[src/rtl/coates_pileup_inversion_defines.svh]
// Assertion macros shared by the queue and engine RTL files.
`ifndef COATES_PILEUP_INVERSION_DEFINES_SVH
`define COATES_PILEUP_INVERSION_DEFINES_SVH

`ifndef SYNTHESIS
// Flag a condition that must never hold.
`define CPI_ASSERT_NEVER(lbl, expr) \
   lbl: assert property (@(posedge clock) disable iff (reset) !(expr)) \
      else $error("assertion failed: never");
// Flag a consequence that must hold in the same cycle as its cause.
`define CPI_ASSERT_IMPL(lbl, ante, cons) \
   lbl: assert property (@(posedge clock) disable iff (reset) (ante) |-> (cons)) \
      else $error("assertion failed: implication");
`else
`define CPI_ASSERT_NEVER(lbl, expr)
`define CPI_ASSERT_IMPL(lbl, ante, cons)
`endif

`endif

[src/rtl/cpi_pkg.sv]
`default_nettype none
package cpi_pkg;

   localparam int COUNT_BITS     = 32;
   localparam int RATE_FRAC_BITS = 27;
   localparam int ACC_FRAC       = 57;
   localparam int DIV_STEPS      = 60;
   localparam int SERIES_TERMS   = 40;
   localparam int RND_SHIFT      = ACC_FRAC - RATE_FRAC_BITS;

   localparam logic [63:0] LN2_Q57  = 64'hB17217F7D1CF79AB >> 7;
   localparam logic [63:0] RND_HALF = 64'd1 << (RND_SHIFT - 1);
   localparam logic [31:0] CNT_MASK = (COUNT_BITS >= 32) ? 32'hFFFF_FFFF
                                      : 32'((64'd1 << COUNT_BITS) - 64'd1);

   // queue depth must be a power of two
   localparam int QUEUE_DEPTH = 2;
   localparam int QUEUE_PTR_W = $clog2(QUEUE_DEPTH);

   typedef enum logic [1:0] {
      ST_OK     = 2'd0,
      ST_SAT    = 2'd1,
      ST_DOMAIN = 2'd2
   } status_type;

   typedef struct packed {
      logic [31:0] bin_count;
      logic        last_bin;
   } req_type;

   typedef struct packed {
      logic [31:0] rate;
      status_type  status;
      logic        last_result;
   } rsp_type;

   // one classified bin handed from front to engine
   typedef struct packed {
      logic [31:0] prior;
      logic [31:0] after;
      status_type  status;
      logic        last;
   } task_type;

endpackage
`default_nettype wire

[src/rtl/cpi_front.sv]
`default_nettype none
module cpi_front
   import cpi_pkg::*;
(
   input  wire logic        clock,
   input  wire logic        reset,
   input  wire logic        csr_valid,
   input  wire logic [31:0] csr_data,
   input  wire logic        accept,
   input  wire req_type     req_data,
   output task_type         task_out
);

   logic [31:0] shot_ff, shot_in;
   logic [31:0] cycles_ff, cycles_in;
   logic        first_ff, first_in;
   logic        sat_ff, sat_in;

   logic [31:0] cyc;
   logic [31:0] n;
   logic        sat;

   always_comb begin
      cyc = first_ff ? (shot_ff & CNT_MASK) : cycles_ff;
      sat = first_ff ? 1'b0 : sat_ff;
      n   = req_data.bin_count & CNT_MASK;

      shot_in   = csr_valid ? csr_data : shot_ff;
      cycles_in = cycles_ff;
      first_in  = first_ff;
      sat_in    = sat_ff;

      task_out.prior  = cyc;
      task_out.after  = cyc - n;
      task_out.last   = req_data.last_bin;
      task_out.status = ST_OK;

      if (sat) begin
         task_out.status = ST_SAT;
      end else if (cyc == 32'd0) begin
         task_out.status = ST_DOMAIN;
      end else if (n >= cyc) begin
         task_out.status = ST_SAT;
      end

      if (accept) begin
         // drop surviving cycles on saturation, otherwise advance
         if (!sat && cyc != 32'd0 && n >= cyc) begin
            cycles_in = 32'd0;
            sat_in    = 1'b1;
         end else if (!sat && cyc != 32'd0) begin
            cycles_in = cyc - n;
            sat_in    = 1'b0;
         end else begin
            cycles_in = cyc;
            sat_in    = sat;
         end
         if (req_data.last_bin) begin
            first_in = 1'b1;
            sat_in   = 1'b0;
         end else begin
            first_in = 1'b0;
         end
      end
   end

   always_ff @(posedge clock) begin
      if (reset) begin
         shot_ff   <= 32'd0;
         cycles_ff <= 32'd0;
         first_ff  <= 1'b1;
         sat_ff    <= 1'b0;
      end else begin
         shot_ff   <= shot_in;
         cycles_ff <= cycles_in;
         first_ff  <= first_in;
         sat_ff    <= sat_in;
      end
   end

endmodule
`default_nettype wire

[config.mk]
export PLATFORM = sky130hd
export DESIGN_NAME = cpi_front
export DESIGN_NICKNAME = d
export VERILOG_FILES = /design/src/rtl/coates_pileup_inversion_defines.svh /design/src/rtl/cpi_pkg.sv /design/src/rtl/cpi_front.sv
export SDC_FILE = /design/constraint.sdc
export NUM_CORES = 1
export LEC_CHECK = 0
export BUFFER_PORTS_ARGS = -buffer_cell sky130_fd_sc_hd__buf_2
export CORE_ASPECT_RATIO = 0.8
export CORE_MARGIN = 3
export CORE_UTILIZATION = 30
export CTS_BUF_LIST = sky130_fd_sc_hd__clkbuf_4 sky130_fd_sc_hd__clkbuf_8 sky130_fd_sc_hd__clkbuf_16
export DETAILED_ROUTE_END_ITERATION = 6
export PLACE_DENSITY = 0.53
export SLEW_MARGIN = 20
export SYNTH_ARGS = -nofsm -noshare
export SYNTH_HDL_FRONTEND = slang
export SYNTH_SLANG_ARGS = --single-unit
[constraint.sdc]
create_clock -name clock -period 7.79 [get_ports clock]
set_input_delay 1.558 -clock clock [delete_from_list [all_inputs] [get_ports clock]]
set_output_delay 1.558 -clock clock [all_outputs]
set_load 0.005 [all_outputs]
==> results.md <==
* ANT cells at 0
* Unrepaired setup endpoints after global routing: no
* Headroom to the max-slew limit at 38.0%
* Die area at 0.0191 mm2
* Share of the core filled with cells in the final layout at 37.9%
* Internal power consumption at 0.000812 W
* Number of buffers added to fix hold violations after cts at 0
* Portion of the post-synthesis area used by sequential elements at 25.3%
* Met3 Track Usage GR at 3.37%
* Clock Root Buffer: sky130_fd_sc_hd__clkbuf_16
* H-tree depth reported by CTS at 3
* Critical path start-end classification: in -> out
* Highest-count cells in the layout ignoring fill and taps: sky130_fd_sc_hd__buf_2 (135), sky130_fd_sc_hd__nor2_1 (78), sky130_fd_sc_hd__dfxtp_1 (65)
* Switching power as a share of total power at 32.3%
* Chip width at 154 um
* Data required time of the critical path at 6230 ps
* Synth-to-Final Area Change at 22.0%
* Number of post-CTS setup repair buffers at 0
* Number of max-slew violations in the final report at 0
* Actual slew at the worst max-slew pin at 931 ps
* Number of global-route vias before repair at 4664
* Number of failing hold endpoints at the final stage at 0
* CTS tree: done
* GR met2 Demand/Resource at 25.3%
* Initial standard-cell utilization of the core at 31.1%
* Area of the mapped netlist at 0.00523 mm2
* Worst IR drop on VDD at 0.000117 V
* Clock net sink count at 66
* Synthesized area per cell at 8.40 um2
* Global route hottest layer: met1
* Detail-routed via count per cell at 5.17
* Category of the worst setup path capture point: output pin
* P per Cell Area at 188 mW/mm2
* # resized after CTS at 0
* FFs w/ async S/R, synth at 0%
* NumNets Final at 841
* Post-route setup slack at 2030 ps
* I/O pin total at 136
* Classification of the worst-slack hold path: reg -> reg
* Number of remaining DRC errors at 0
* Final setup viols at 0
* Fmax at 174 MHz
* Violation count after the first detailed-route iteration at 400
* WL/cell at 18.8 um
* Cell type with the largest total area after synthesis: sky130_fd_sc_hd__dfxtp_1
* Clock skew after layout at 6.80 ps
* Fraction of power consumed by combinational cells at 31.2%
* RD Place Congestion at 0.881
* Core outline area at 0.0168 mm2
* Die height at 124 um
* Portion of synthesized cell area occupied by the leading cell type at 25.3%
* Number of enable flip-flop cells after synthesis at 0
* Maximum clock path buffer count at 2
* Synth Net Count at 726
* Final global-route overflow total at 0
* Number of max-cap violations at 0
* Number of rows created at floorplan at 42
* Largest net degree at the start of global routing at 68
* Data arrival time of the worst path at 4200 ps
* First-pass GRT wire length at 26.9 mm
* Detailed-route via count at 4979
* Num CTS Buffers at 9
* Final worst path period share at 74.0%
* Latest clock arrival within the worst-skew pair at 330 ps
* Number of detailed-route iterations in the first pass at 4
* Detail Placement HPWL at 14.2 mm
* Fraction of power consumed by the clock network at 37.8%
* Port Buffer Count at 135
* Count of mapped cells out of synthesis at 623
* Setup slack at placement at 2090 ps
* Register bit count reported by yosys at 66
* Met1 track demand over resource in global routing at 28.9%
* Setup TNS at 0 ps
* Kind of start point of the critical path: primary input
* Area contributors post-synth: sky130_fd_sc_hd__dfxtp_1 (25%), sky130_fd_sc_hd__ha_1 (7.9%), sky130_fd_sc_hd__mux2_2 (6.5%), sky130_fd_sc_hd__mux2i_1 (6.3%), sky130_fd_sc_hd__nor2_1 (5.6%)
* Count of distinct cell types in the synthesized netlist at 70
* Yosys warning total at 0
* Power share of the sequential group at 31.0%
* GRT Resource Usage Total at 18.3%
* Final routed wirelength across all metal layers at 18.1 mm
* Initial antenna violation count at 0
* Crit path time final at 5760 ps
* Leakage component of the power at 3.08 nW
* CP Max Fanout at 4
* Clock-pin slew on the worst setup and hold paths at 50 ps
* Hold WS at 477 ps
* Final ANT Viol Nets at 0
* Most frequent standard cell in the layout excluding fill and tap cells: sky130_fd_sc_hd__buf_2
* Psw at 0.000386 W
* Run status: finished clean
* Most frequently used flop master after synthesis: sky130_fd_sc_hd__dfxtp_1
* Proportion of layout cells with a drive suffix above 1 at 30.4%
worst paths after layout:
kind	from	endpoint	slack, ps	depth (start not counted)
setup reg to reg	first_ff	cycles_ff[11]	3680	13
hold / removal	sat_ff	sat_ff	480	2
setup / recovery	req_data[1]	task_out[1]	2030	13
hold reg to reg	sat_ff	sat_ff	480	2
final cells by class:
| cell class | count | area [um2] |
|---|---|---|
| Inverter | 43 | 161 |
| Tap cell | 220 | 275 |
| Fill cell | 1810 | 10400 |
| Clock buffer | 12 | 267 |
| Clock inverter | 4 | 72.6 |
| Multi-Input combinational cell | 480 | 3580 |
| Timing Repair Buffer | 138 | 698 |
| Sequential cell | 66 | 1320 |
Yosys cell counts, drive strengths merged, types with 3 or more instances:
| cell type | instances |
|---|---|
| a2111oi | 3 |
| a211oi | 7 |
| a21o | 11 |
| a21oi | 49 |
| a221oi | 15 |
| a22oi | 12 |
| a31oi | 4 |
| and2 | 4 |
| and3 | 9 |
| buf | 22 |
| clkbuf | 12 |
| dfxtp | 66 |
| ha | 33 |
| inv | 43 |
| mux2 | 31 |
| mux2i | 33 |
| nand2 | 36 |
| nand2b | 5 |
| nand3 | 7 |
| nand4 | 5 |
| nor2 | 79 |
| nor2b | 4 |
| nor3 | 30 |
| nor4 | 11 |
| o21a | 3 |
| o21ai | 20 |
| o21bai | 5 |
| o2bb2ai | 9 |
| or3 | 3 |
| xnor2 | 17 |
| xor2 | 11 |
metrics by stage:
| stage | total power, W | instances | cell area, um2 |
|---|---|---|---|
| finish | 0.00120 | 963 | 6380 |
| global route | 0.00126 | 963 | 6380 |
| CTS | 0.00120 | 963 | 6380 |
| detailed placement | 0.000749 | 947 | 6040 |
| global placement | 0.000750 | 947 | 6040 |
| floorplan | 0.000610 | 623 | 5230 |
critical path, cell delays in order:
cell and delay, ps:
sky130_fd_sc_hd__buf_2 90, sky130_fd_sc_hd__ha_1 210, sky130_fd_sc_hd__inv_1 70, sky130_fd_sc_hd__fa_1 390
sky130_fd_sc_hd__a21oi_1 300, sky130_fd_sc_hd__o211ai_4 150, sky130_fd_sc_hd__a21boi_4 200, sky130_fd_sc_hd__o21ai_4 110
sky130_fd_sc_hd__a2111oi_4 490, sky130_fd_sc_hd__or3b_1 260, sky130_fd_sc_hd__nor2_1 50, sky130_fd_sc_hd__nor2_1 170
sky130_fd_sc_hd__buf_2 150
state kept, by name (all words and copies together), names as in the netlist:
signal	flops
cycles_ff	32
first_ff	1
sat_ff	1
shot_ff	32
metal layers:
| metal | vias up | share of wire, % |
|---|---|---|
| li1 | 2490 | - |
| met1 | 2315 | 53 |
| met2 | 160 | 39 |
| met3 | 14 | 5.7 |
| met4 | 0 | 1.5 |
| met5 | - | 0 |
power by group through the flow:
stage	sequential (W)	combinational, W	clock [W]
after detailed placement	0.000378	0.000371	0
after global placement	0.000378	0.000373	0
after CTS	0.000371	0.000373	0.000460
after global routing	0.000373	0.000409	0.000474
final	0.000372	0.000374	0.000452
after floorplan	0.000370	0.000239	0
kinds of logic (layout without fill, tap and decap cells):
logic type	count (synthesis)	after routing	share of synthesized area [%]
AND/OR/NAND/NOR	200	200	18.6
AO/OA/AOI/OAI	154	154	23.8
buffers and inverters	77	197	6.22
flip-flops	66	66	25.3
multiplexers	64	64	13.0
adder cells (fa/ha/maj)	34	34	8.28
XOR/XNOR	28	28	4.83
No activity file was read; power rests on OpenSTA's default activity.
