==> config.mk <==
export PLATFORM = sky130hd
export DESIGN_NAME = cpi_queue
export DESIGN_NICKNAME = d
export VERILOG_FILES = /design/src/rtl/cpi_pkg.sv /design/src/rtl/cpi_queue.sv
export VERILOG_INCLUDE_DIRS = /design/src /design/src/rtl
export SDC_FILE = /design/constraint.sdc
export NUM_CORES = 1
export LEC_CHECK = 0
export ABC_CLOCK_PERIOD_IN_PS = 2700
export BUFFER_PORTS_ARGS = -buffer_cell sky130_fd_sc_hd__buf_2
export CORE_MARGIN = 8
export CORE_UTILIZATION = 47
export DETAILED_ROUTE_END_ITERATION = 12
export HOLD_SLACK_MARGIN = 0.15
export PLACE_DENSITY = 0.77
export SLEW_MARGIN = 5
export SYNTH_ARGS = -nofsm -noshare
export SYNTH_HDL_FRONTEND = slang
export SYNTH_SLANG_ARGS = --single-unit
==> constraint.sdc <==
create_clock -name clock -period 2.7 [get_ports clock]
set_input_delay 0.405 -clock clock [delete_from_list [all_inputs] [get_ports clock]]
set_output_delay 0.405 -clock clock [all_outputs]
set_load 0.1 [all_outputs]
==> src/rtl/coates_pileup_inversion_defines.svh <==
// Assertion macros shared by the queue and engine RTL files.
`ifndef COATES_PILEUP_INVERSION_DEFINES_SVH
`define COATES_PILEUP_INVERSION_DEFINES_SVH

`ifndef SYNTHESIS
// Flag a condition that must never hold.
`define CPI_ASSERT_NEVER(lbl, expr) \
   lbl: assert property (@(posedge clock) disable iff (reset) !(expr)) \
      else $error("assertion failed: never");
// Flag a consequence that must hold in the same cycle as its cause.
`define CPI_ASSERT_IMPL(lbl, ante, cons) \
   lbl: assert property (@(posedge clock) disable iff (reset) (ante) |-> (cons)) \
      else $error("assertion failed: implication");
`else
`define CPI_ASSERT_NEVER(lbl, expr)
`define CPI_ASSERT_IMPL(lbl, ante, cons)
`endif

`endif

==> src/rtl/cpi_pkg.sv <==
`default_nettype none
package cpi_pkg;

   localparam int COUNT_BITS     = 32;
   localparam int RATE_FRAC_BITS = 27;
   localparam int ACC_FRAC       = 57;
   localparam int DIV_STEPS      = 60;
   localparam int SERIES_TERMS   = 40;
   localparam int RND_SHIFT      = ACC_FRAC - RATE_FRAC_BITS;

   localparam logic [63:0] LN2_Q57  = 64'hB17217F7D1CF79AB >> 7;
   localparam logic [63:0] RND_HALF = 64'd1 << (RND_SHIFT - 1);
   localparam logic [31:0] CNT_MASK = (COUNT_BITS >= 32) ? 32'hFFFF_FFFF
                                      : 32'((64'd1 << COUNT_BITS) - 64'd1);

   // queue depth must be a power of two
   localparam int QUEUE_DEPTH = 2;
   localparam int QUEUE_PTR_W = $clog2(QUEUE_DEPTH);

   typedef enum logic [1:0] {
      ST_OK     = 2'd0,
      ST_SAT    = 2'd1,
      ST_DOMAIN = 2'd2
   } status_type;

   typedef struct packed {
      logic [31:0] bin_count;
      logic        last_bin;
   } req_type;

   typedef struct packed {
      logic [31:0] rate;
      status_type  status;
      logic        last_result;
   } rsp_type;

   // one classified bin handed from front to engine
   typedef struct packed {
      logic [31:0] prior;
      logic [31:0] after;
      status_type  status;
      logic        last;
   } task_type;

endpackage
`default_nettype wire

==> src/rtl/cpi_queue.sv <==
`default_nettype none
`include "coates_pileup_inversion_defines.svh"
module cpi_queue
   import cpi_pkg::*;
(
   input  wire logic clock,
   input  wire logic reset,
   input  wire logic push,
   input  wire task_type wr_data,
   input  wire logic pop,
   output logic      full,
   output logic      empty,
   output task_type  rd_data
);

   task_type                 slot_ff [QUEUE_DEPTH];
   logic [QUEUE_PTR_W-1:0]   wr_ptr_ff, rd_ptr_ff;
   logic [QUEUE_PTR_W:0]     count_ff, count_in;
   logic                     do_push, do_pop;

   assign full    = (count_ff == (QUEUE_PTR_W+1)'(QUEUE_DEPTH));
   assign empty   = (count_ff == '0);
   assign rd_data = slot_ff[rd_ptr_ff];
   assign do_push = push && !full;
   assign do_pop  = pop && !empty;

   always_comb begin
      count_in = count_ff;
      if (do_push && !do_pop) begin
         count_in = count_ff + 1'b1;
      end else if (do_pop && !do_push) begin
         count_in = count_ff - 1'b1;
      end
   end

   always_ff @(posedge clock) begin
      if (reset) begin
         wr_ptr_ff <= '0;
         rd_ptr_ff <= '0;
         count_ff  <= '0;
      end else begin
         count_ff <= count_in;
         if (do_push) wr_ptr_ff <= wr_ptr_ff + 1'b1;
         if (do_pop)  rd_ptr_ff <= rd_ptr_ff + 1'b1;
      end
   end

   always_ff @(posedge clock) begin
      if (do_push) slot_ff[wr_ptr_ff] <= wr_data;
   end

   `CPI_ASSERT_NEVER(a_queue_count, count_ff > (QUEUE_PTR_W+1)'(QUEUE_DEPTH))

endmodule
`default_nettype wire

==> results.md, run 1 <==
Cells and area:
- The area taken by flip-flops and latches is 4130 um2.
- The final layout net count is 528.
- The repair_antennas step left the layout with diodes totalling 0.
- The commonest non-fill, non-tap cell in the layout is sky130_fd_sc_hd__buf_2.
- After filler insertion, the fill cell instance count of the layout stands at 707.
- The fraction of layout instances using a drive strength above 1 is 51.2%.
- The footprint of the multi-input gates is 872 um2.
- In the layout the commonest cells are sky130_fd_sc_hd__buf_2, sky130_fd_sc_hd__edfxtp_1, sky130_fd_sc_hd__dlygate4sd3_1.
- Relative to the synthesized area, the layout overhead comes to 42.9%.
- Summing all non-filler instances in the final layout gives an area of 7220 um2.

GRT:
- The number of antenna violations at the first check in global routing came to 0.
- The first-pass GRT wire length is 16400 um.
- Global routing used 14.9% of the available tracks across all layers.
- The via count of the first global-routing pass is 3234.
- Entering global routing, the biggest net connects 63 pins.
- The total overflow left after global routing is 0.

Place:
- At the placement stage, the worst setup path has a slack of 0.816 ns.
- The weighted congestion at the end of routability-driven global placement is 0.683.
- The placed instances occupy a cell area of 5950 um2.
- The wire-length estimate of the detail-placed layout is 6450 um.
- The number of input and output port buffers inserted is 139.

Floorplan:
- Row generation in the floorplan step produced 38 rows.
- During I/O placement, the number of pins put on the boundary was 140.
- The vertical die dimension is 120 um.
- The die is 120 um wide.
- The die area is 14300 um2.
- The core footprint is 10700 um2.
- For this configuration, the core starts out at a cell density of 47.4%.

CTS:
- The clock insertion delay at the later pin of the skew report is 0.51 ns.
- The number of clock buffers inserted by TritonCTS is 17.
- For this design, the sink count on the clock tree is 139.
- TritonCTS built the clock tree.
- The clock tree synthesis step divided the H-tree into 4 levels.
- The clock root buffer is sky130_fd_sc_hd__clkbuf_8.
- After clock tree synthesis, the setup repair step added 0 buffers.
- No sink is reached through more buffers than the 2 on the longest clock path.
- Clock-pin slew was measured on the worst setup and hold paths at 0.06 ns.

Routing:
- In the routed design, unresolved DRC markers number 0.
- The average wire per cell in the routed design is 17.0 um.
- The total via count after detailed routing is 2854.
- The detail route stage leaves a number of antenna-violating nets equal to 0.
- The first detailed-routing pass ran for 4 iterations.
- For this block, the initial DRC count from the detailed router was 125.
- The total wirelength of the detailed-routed design is 10400 um.
- The detailed-route vias per instance is 4.69.

Logic synthesis:
- The number of nets handed over by synthesis was 305.
- Sequential elements use 81.6% of the synthesized area.
- Yosys mapped the design onto 15 distinct sky130hd cell types.
- In this run, synthesis produced a sequential element count of 139.
- The yosys synthesis warning count is 0.
- The post-synth design cell area is 5050 um2.
- The instance count of the mapped netlist is 233.
- The average cell area after synthesis is 21.7 um2.

Pwr:
- The worst IR drop on VDD is 0.000863 V.
- The fraction of power consumed by sequential logic is 31.2%.
- Net switching is 44.9% of the power.
- The power spent charging and discharging nets is 4.04 mW.
- Internal power comes to 4.95 mW.
- The clock power share is 25.6%.
- The logic gate share of total power is 43.2%.
- The power density relative to cell area is 1250 nW/um2.
- The static power due to leakage is 2.74 nW.
- The completed layout was analyzed and its total power is 8.99 mW.

Hold path:
- The worst hold path begins at push.
- The class of the tightest hold or removal check is input port to flop.

Setup path:
- The critical path endpoint category is a primary output.
- STA classifies the critical path startpoint as a flop.
- The peak per-stage delay on the critical path is 0.41 ns.
- Data on the critical path is required at its endpoint by 2.30 ns.
- Of all nets on the critical path, the largest fanout is 62.
- The cell with the biggest individual delay on the critical path is sky130_fd_sc_hd__dfxtp_2.
- The signal arrival time at the worst endpoint is 1.97 ns.
- The critical path is of the flop to primary output type.
- The worst register-to-register path begins at count_ff[0].
- Walking the worst path, the cells encountered are buf_12 > mux2_2 > buf_2.

Timing:
- Across all setup checks in the final design, the least slack found is 0.327 ns.
- Hold is met by 0.281 ns.
- The setup TNS is 0 ns.
- The clock period minus worst slack is 2.37 ns.
- In the finished design, the share of the clock period the worst path needs comes to 87.9%.
- Setup repair after global routing left no endpoint under its margin.
- The number of pins with negative max-slew slack in the final report came to 0.
- The headroom to the max-slew limit is 66.4%.
- Setup violations remaining at the end of the flow were counted as 0.
- The hold violation count in the final report is 0.
- The pin slew with the least headroom to its limit is 0.507 ns.
- The final setup skew is 0.0118 ns.
- The fmax is 421 MHz.

Status:
- The flow ran to the end, and the final reports show no timing, DRC or antenna violations.

Run:
- The number of maximum-capacitance violations is 0.
-- metrics by stage --
step / instances / utilization, %
CTS: 609 / 67.8
floorplan: 233 / -
finish: 609 / 67.8
global route: 609 / 67.8
detailed placement: 509 / 55.8
global placement: 509 / 55.8
-- layer usage --
metal	GRT usage [%]	share of wire, %	vias up
met5	0	0	-
met1	15.3	39	1384
li1	-	-	1368
met2	26.3	53	94
met4	5.54	0.88	0
met3	6.48	7.4	8
-- final timing paths --
check / endpoint / slack, ns / cells after the start
setup / recovery: rd_data[63] / 0.33 / 3
hold / removal: wr_ptr_ff / 0.28 / 4
setup reg to reg: slot_ff[0][41] / 0.84 / 4
hold reg to reg: wr_ptr_ff / 0.50 / 2
-- repair_timing --
action                                  CTS  global route
gates resized for setup                   0             0
endpoints found under the hold margin   139             0
endpoints found under the setup margin    0             0
hold buffers                             68             0
-- synthesized netlist by cell type --
cell                         n  area share, %
sky130_fd_sc_hd__a21oi_1     2           0.20
sky130_fd_sc_hd__and2_1      1           0.12
sky130_fd_sc_hd__buf_2       3           0.30
sky130_fd_sc_hd__buf_4       1           0.15
sky130_fd_sc_hd__buf_6       3           0.67
sky130_fd_sc_hd__dfxtp_1     5            2.0
sky130_fd_sc_hd__edfxtp_1  134             80
sky130_fd_sc_hd__ha_1        1           0.25
sky130_fd_sc_hd__inv_1       2           0.15
sky130_fd_sc_hd__mux2_2     67             15
sky130_fd_sc_hd__nor2_1      5           0.37
sky130_fd_sc_hd__nor2b_2     1           0.17
sky130_fd_sc_hd__o21ai_0     3           0.30
sky130_fd_sc_hd__or3_1       2           0.25
sky130_fd_sc_hd__xor2_1      3           0.52
-- area by class of cell --
class,instances,share of cell area (%)
clock buffer,18,5.79
timing repair buffer,211,20.0
inverter,2,0.156
tap,140,2.43
sequential,139,57.1
multi-input combinational,85,12.1
clock inverter,14,2.44
-- worst max-delay path, delay by kind of cell, from the launching register on --
| kind | cells | cell delay [ns] |
|---|---|---|
| muxes | 1 | 0.39 |
| DFF | 1 | 0.41 |
| buffers and inverters | 2 | 0.63 |
-- cell families (layout without fill, tap and decap cells) --
logic type,count (synthesis),count (layout),synth area share [%]
AO/OA/AOI/OAI,5,5,0.495
multiplexers,67,67,14.9
AND/OR/NAND/NOR,9,9,0.916
XOR/XNOR,3,3,0.520
adder cells (fa/ha/maj),1,1,0.248
buffers and inverters,9,245,1.26
flip-flops,139,139,81.6
-- power groups by stage --
stage                     logic (mW)  registers (mW)  clock network [mW]
after floorplan                 3.30            2.82                   0
after global placement          3.81            2.83                   0
after detailed placement        3.82            2.85                   0
after CTS                       3.91            2.81                2.35
after global routing            4.02            2.83                2.44
final                           3.88            2.80                2.30
-- flip-flops by register name, indices dropped and copies added, names as in the netlist, named ones only --
register	count
slot_ff	134
rd_ptr_ff	1
count_ff	2
wr_ptr_ff	1
No activity file was read; power rests on OpenSTA's default activity.
==> run 2: changes to the inputs <==
==> constraint.sdc (replaced) <==
create_clock -name clock -period 2.7 [get_ports clock]
set_input_delay 0.405 -clock clock [delete_from_list [all_inputs] [get_ports clock]]
set_output_delay 0.405 -clock clock [all_outputs]
set_load 0.005 [all_outputs]
==> run 2 against run 1 <==
Wire length shrank 0.51%. Critical path type unchanged. Register-to-register slack improved by 0.06 ns. Cell count up 0.33%. Clock power is 4% lower.
==> results.md, run 2 (synthesis gave the netlist of run 1 again) <==
Status:
- The run finished with clean final reports.

Setup path:
- STA classifies the critical path startpoint as a flop.
- The worst reg-to-reg path cell count is 4.
- At the worst endpoint, the arrival time is 1.94 ns.
- The critical path endpoint category is a primary output.
- In this run the critical register-to-register path is captured at slot_ff[1][49].
- Following the worst setup path forward leads to its endpoint at rd_data[43].
- The critical path is of the flop to primary output type.
- The required arrival time at the worst endpoint is 2.30 ns.
- The signal on the critical path passes through buf_12 > mux2_2 > buf_2.
- The minimum setup slack among reg-to-reg paths is 0.90 ns.
- The slowest stage of the critical path belongs to the cell sky130_fd_sc_hd__dfxtp_4.
- The worst register-to-register path begins at count_ff[0].
- Along the worst path, the maximum fanout reaches 37.
- The peak per-stage delay on the critical path is 0.64 ns.

CTS:
- Clock-pin slew was measured on the worst setup and hold paths at 0.06 ns.
- For the worst-skew pair, the clock arrives at the later sink with an insertion delay of 0.50 ns.
- The CTS tree is done.
- No sink is reached through more buffers than the 2 on the longest clock path.
- The root buffer cell chosen for the clock tree is sky130_fd_sc_hd__clkbuf_8.
- The H-tree was split into 4 levels.
- The number of hold buffers added after CTS is 68.
- The total setup buffers inserted after CTS is 0.
- The clock sink count is 139.
- The number of clock buffers inserted by TritonCTS is 17.
- The count of instances resized after the clock tree is built is 0.

Routing:
- The first routing iteration left 138 violations.
- The total via count after detailed routing is 2880.
- The number of remaining DRC errors is 0.
- The detail route stage leaves a number of antenna-violating nets equal to 0.
- The routed design has 10300 um of wire.
- The average wire per cell in the routed design is 16.9 um.
- The detailed-route vias per instance is 4.71.
- For this run, the detailed router's first-pass iteration total came to 4.

Cells and area:
- Counting flops per register, the top entry is slot_ff.
- The register with the most flip-flops in the layout has 134 of them.
- The largest registers in the layout are slot_ff (134), count_ff (2).
- The fraction of layout instances using a drive strength above 1 is 52.1%.
- In the final layout, the multi-input gates occupy 867 um2.
- The total non-filler cell area in the finished layout is 7200 um2.
- After the flow finishes, the layout carries non-filler instances totaling 611.
- The layout-stage area growth over the synthesis result is 42.5%.
- The number of inserted filler cells in the final layout is 714.
- The final layout contains 529 nets.
- Leaving out fill and tap cells, the most frequent cells in the layout are sky130_fd_sc_hd__buf_2, sky130_fd_sc_hd__edfxtp_1, sky130_fd_sc_hd__dlygate4sd3_1.
- The commonest non-fill, non-tap cell in the layout is sky130_fd_sc_hd__buf_2.
- Summing all flip-flop and latch instances after layout gives 4130 um2.
- Once layout is complete, the utilization of the core stands at 67.6%.

GRT:
- The remaining global-route overflow is 0.
- The via count of the first global-routing pass is 3306.
- Global routing consumed, over all layers together, 14.7% of the routing resources.
- The number of antenna violations at the first check in global routing is 1.
- The first global-routing pass estimated 16300 um of wire.
- The largest net degree at the start of global routing is 38.

Timing:
- At the pin with the least slew margin, the transition time is 0.506 ns.
- The setup TNS is 0 ns.
- The setup-violating endpoint count in the final report is 0.
- The headroom to the max-slew limit is 66.2%.
- The hold violation count in the final report is 0.
- Setup repair after global routing left no endpoint under its margin.
- Final hold analysis gives a worst-case slack of 0.326 ns.
- The final setup skew is 0.00933 ns.
- The number of pins with negative max-slew slack in the final report is 0.
- The final cycle utilization of the critical path is 86.9%.
- The fmax is 426 MHz.
- The post-route worst setup slack is 0.353 ns.
- Counting I/O delays and the setup requirement, the final critical path takes 2.35 ns.

Floorplan:
- In this run the count of I/O pins placed on the die edge is 140.
- The die extent in x is 120 um.
- The starting density of the core is 47.4%.
- The die area is 14300 um2.
- In this run the vertical extent of the chip is 120 um.
- The core footprint is 10700 um2.
- The floorplan has 38 rows.

Place:
- At the end of routability-driven placement, the weighted congestion stood at 0.680.
- The cell count after placement is 510.
- The worst-case setup slack after placement is 0.865 ns.
- The HPWL after detailed placement is 6490 um.
- In this run the tool buffered the top-level ports with 139 buffer cells.
- The placement-stage cell area is 5940 um2.

Pwr:
- Across the VDD grid, the largest voltage drop is 0.000591 V.
- In this run the power density over the cells is 890 nW/um2.
- Overall power consumption after layout is estimated at 6.41 mW.
- The static power due to leakage is 2.74 nW.

Hold path:
- The number of stages on the worst hold path is 4.
- The class of the tightest hold or removal check is input port to flop.

Run:
- The number of maximum-capacitance violations is 0.
-- run 2: cell types whose count changed in the layout (fill, tap and decap cells not counted), sizes merged --
cell	change
buf	+1
bufinv	-2
clkbuf	+4
clkinv	-1
clkinvlp	-1
diode	+1
-- run 2: final cells by class --
class,count,area share (%)
Sequential cell,139,57.3
Timing Repair Buffer,212,20.0
Multi-Input combinational cell,85,12.0
Clock buffer,22,6.43
Tap cell,140,2.43
Clock inverter,10,1.62
Inverter,2,0.104
Antenna cell,1,0.0348
-- run 2: layer usage --
metal | track usage (%) | wire length (um) | vias up | share of wire, %
li1 | - | - | 1371 | -
met1 | 15.4 | 4050 | 1389 | 39
met2 | 25.8 | 5390 | 105 | 52
met3 | 5.87 | 712 | 15 | 6.9
met4 | 6.32 | 155 | 0 | 1.5
met5 | 0 | 0 | - | 0
-- run 2: report_power, final --
group          switching, mW  leakage (nW)  internal (mW)  total [mW]
Combinational          0.608          1.17          0.737        1.35
Clock                  0.817         0.281           1.39        2.20
Sequential             0.144          1.29           2.72        2.86
Total                   1.57          2.74           4.84        6.41
-- run 2: critical path, delay by kind of cell, from the launching register on --
| family | cells | cell delay [ns] |
|---|---|---|
| buf+inv | 2 | 0.42 |
| flops | 1 | 0.64 |
| mux | 1 | 0.37 |
-- run 2: worst min-delay path by stage --
stage / from / endpoint / slack [ns]
3_5_place_dp: wr_ptr_ff / wr_ptr_ff / 0.49
5_1_grt: push / wr_ptr_ff / 0.32
6_report: push / wr_ptr_ff / 0.33
4_1_cts: push / wr_ptr_ff / 0.26
2_1_floorplan: wr_ptr_ff / wr_ptr_ff / 0.45
3_3_place_gp: wr_ptr_ff / wr_ptr_ff / 0.47
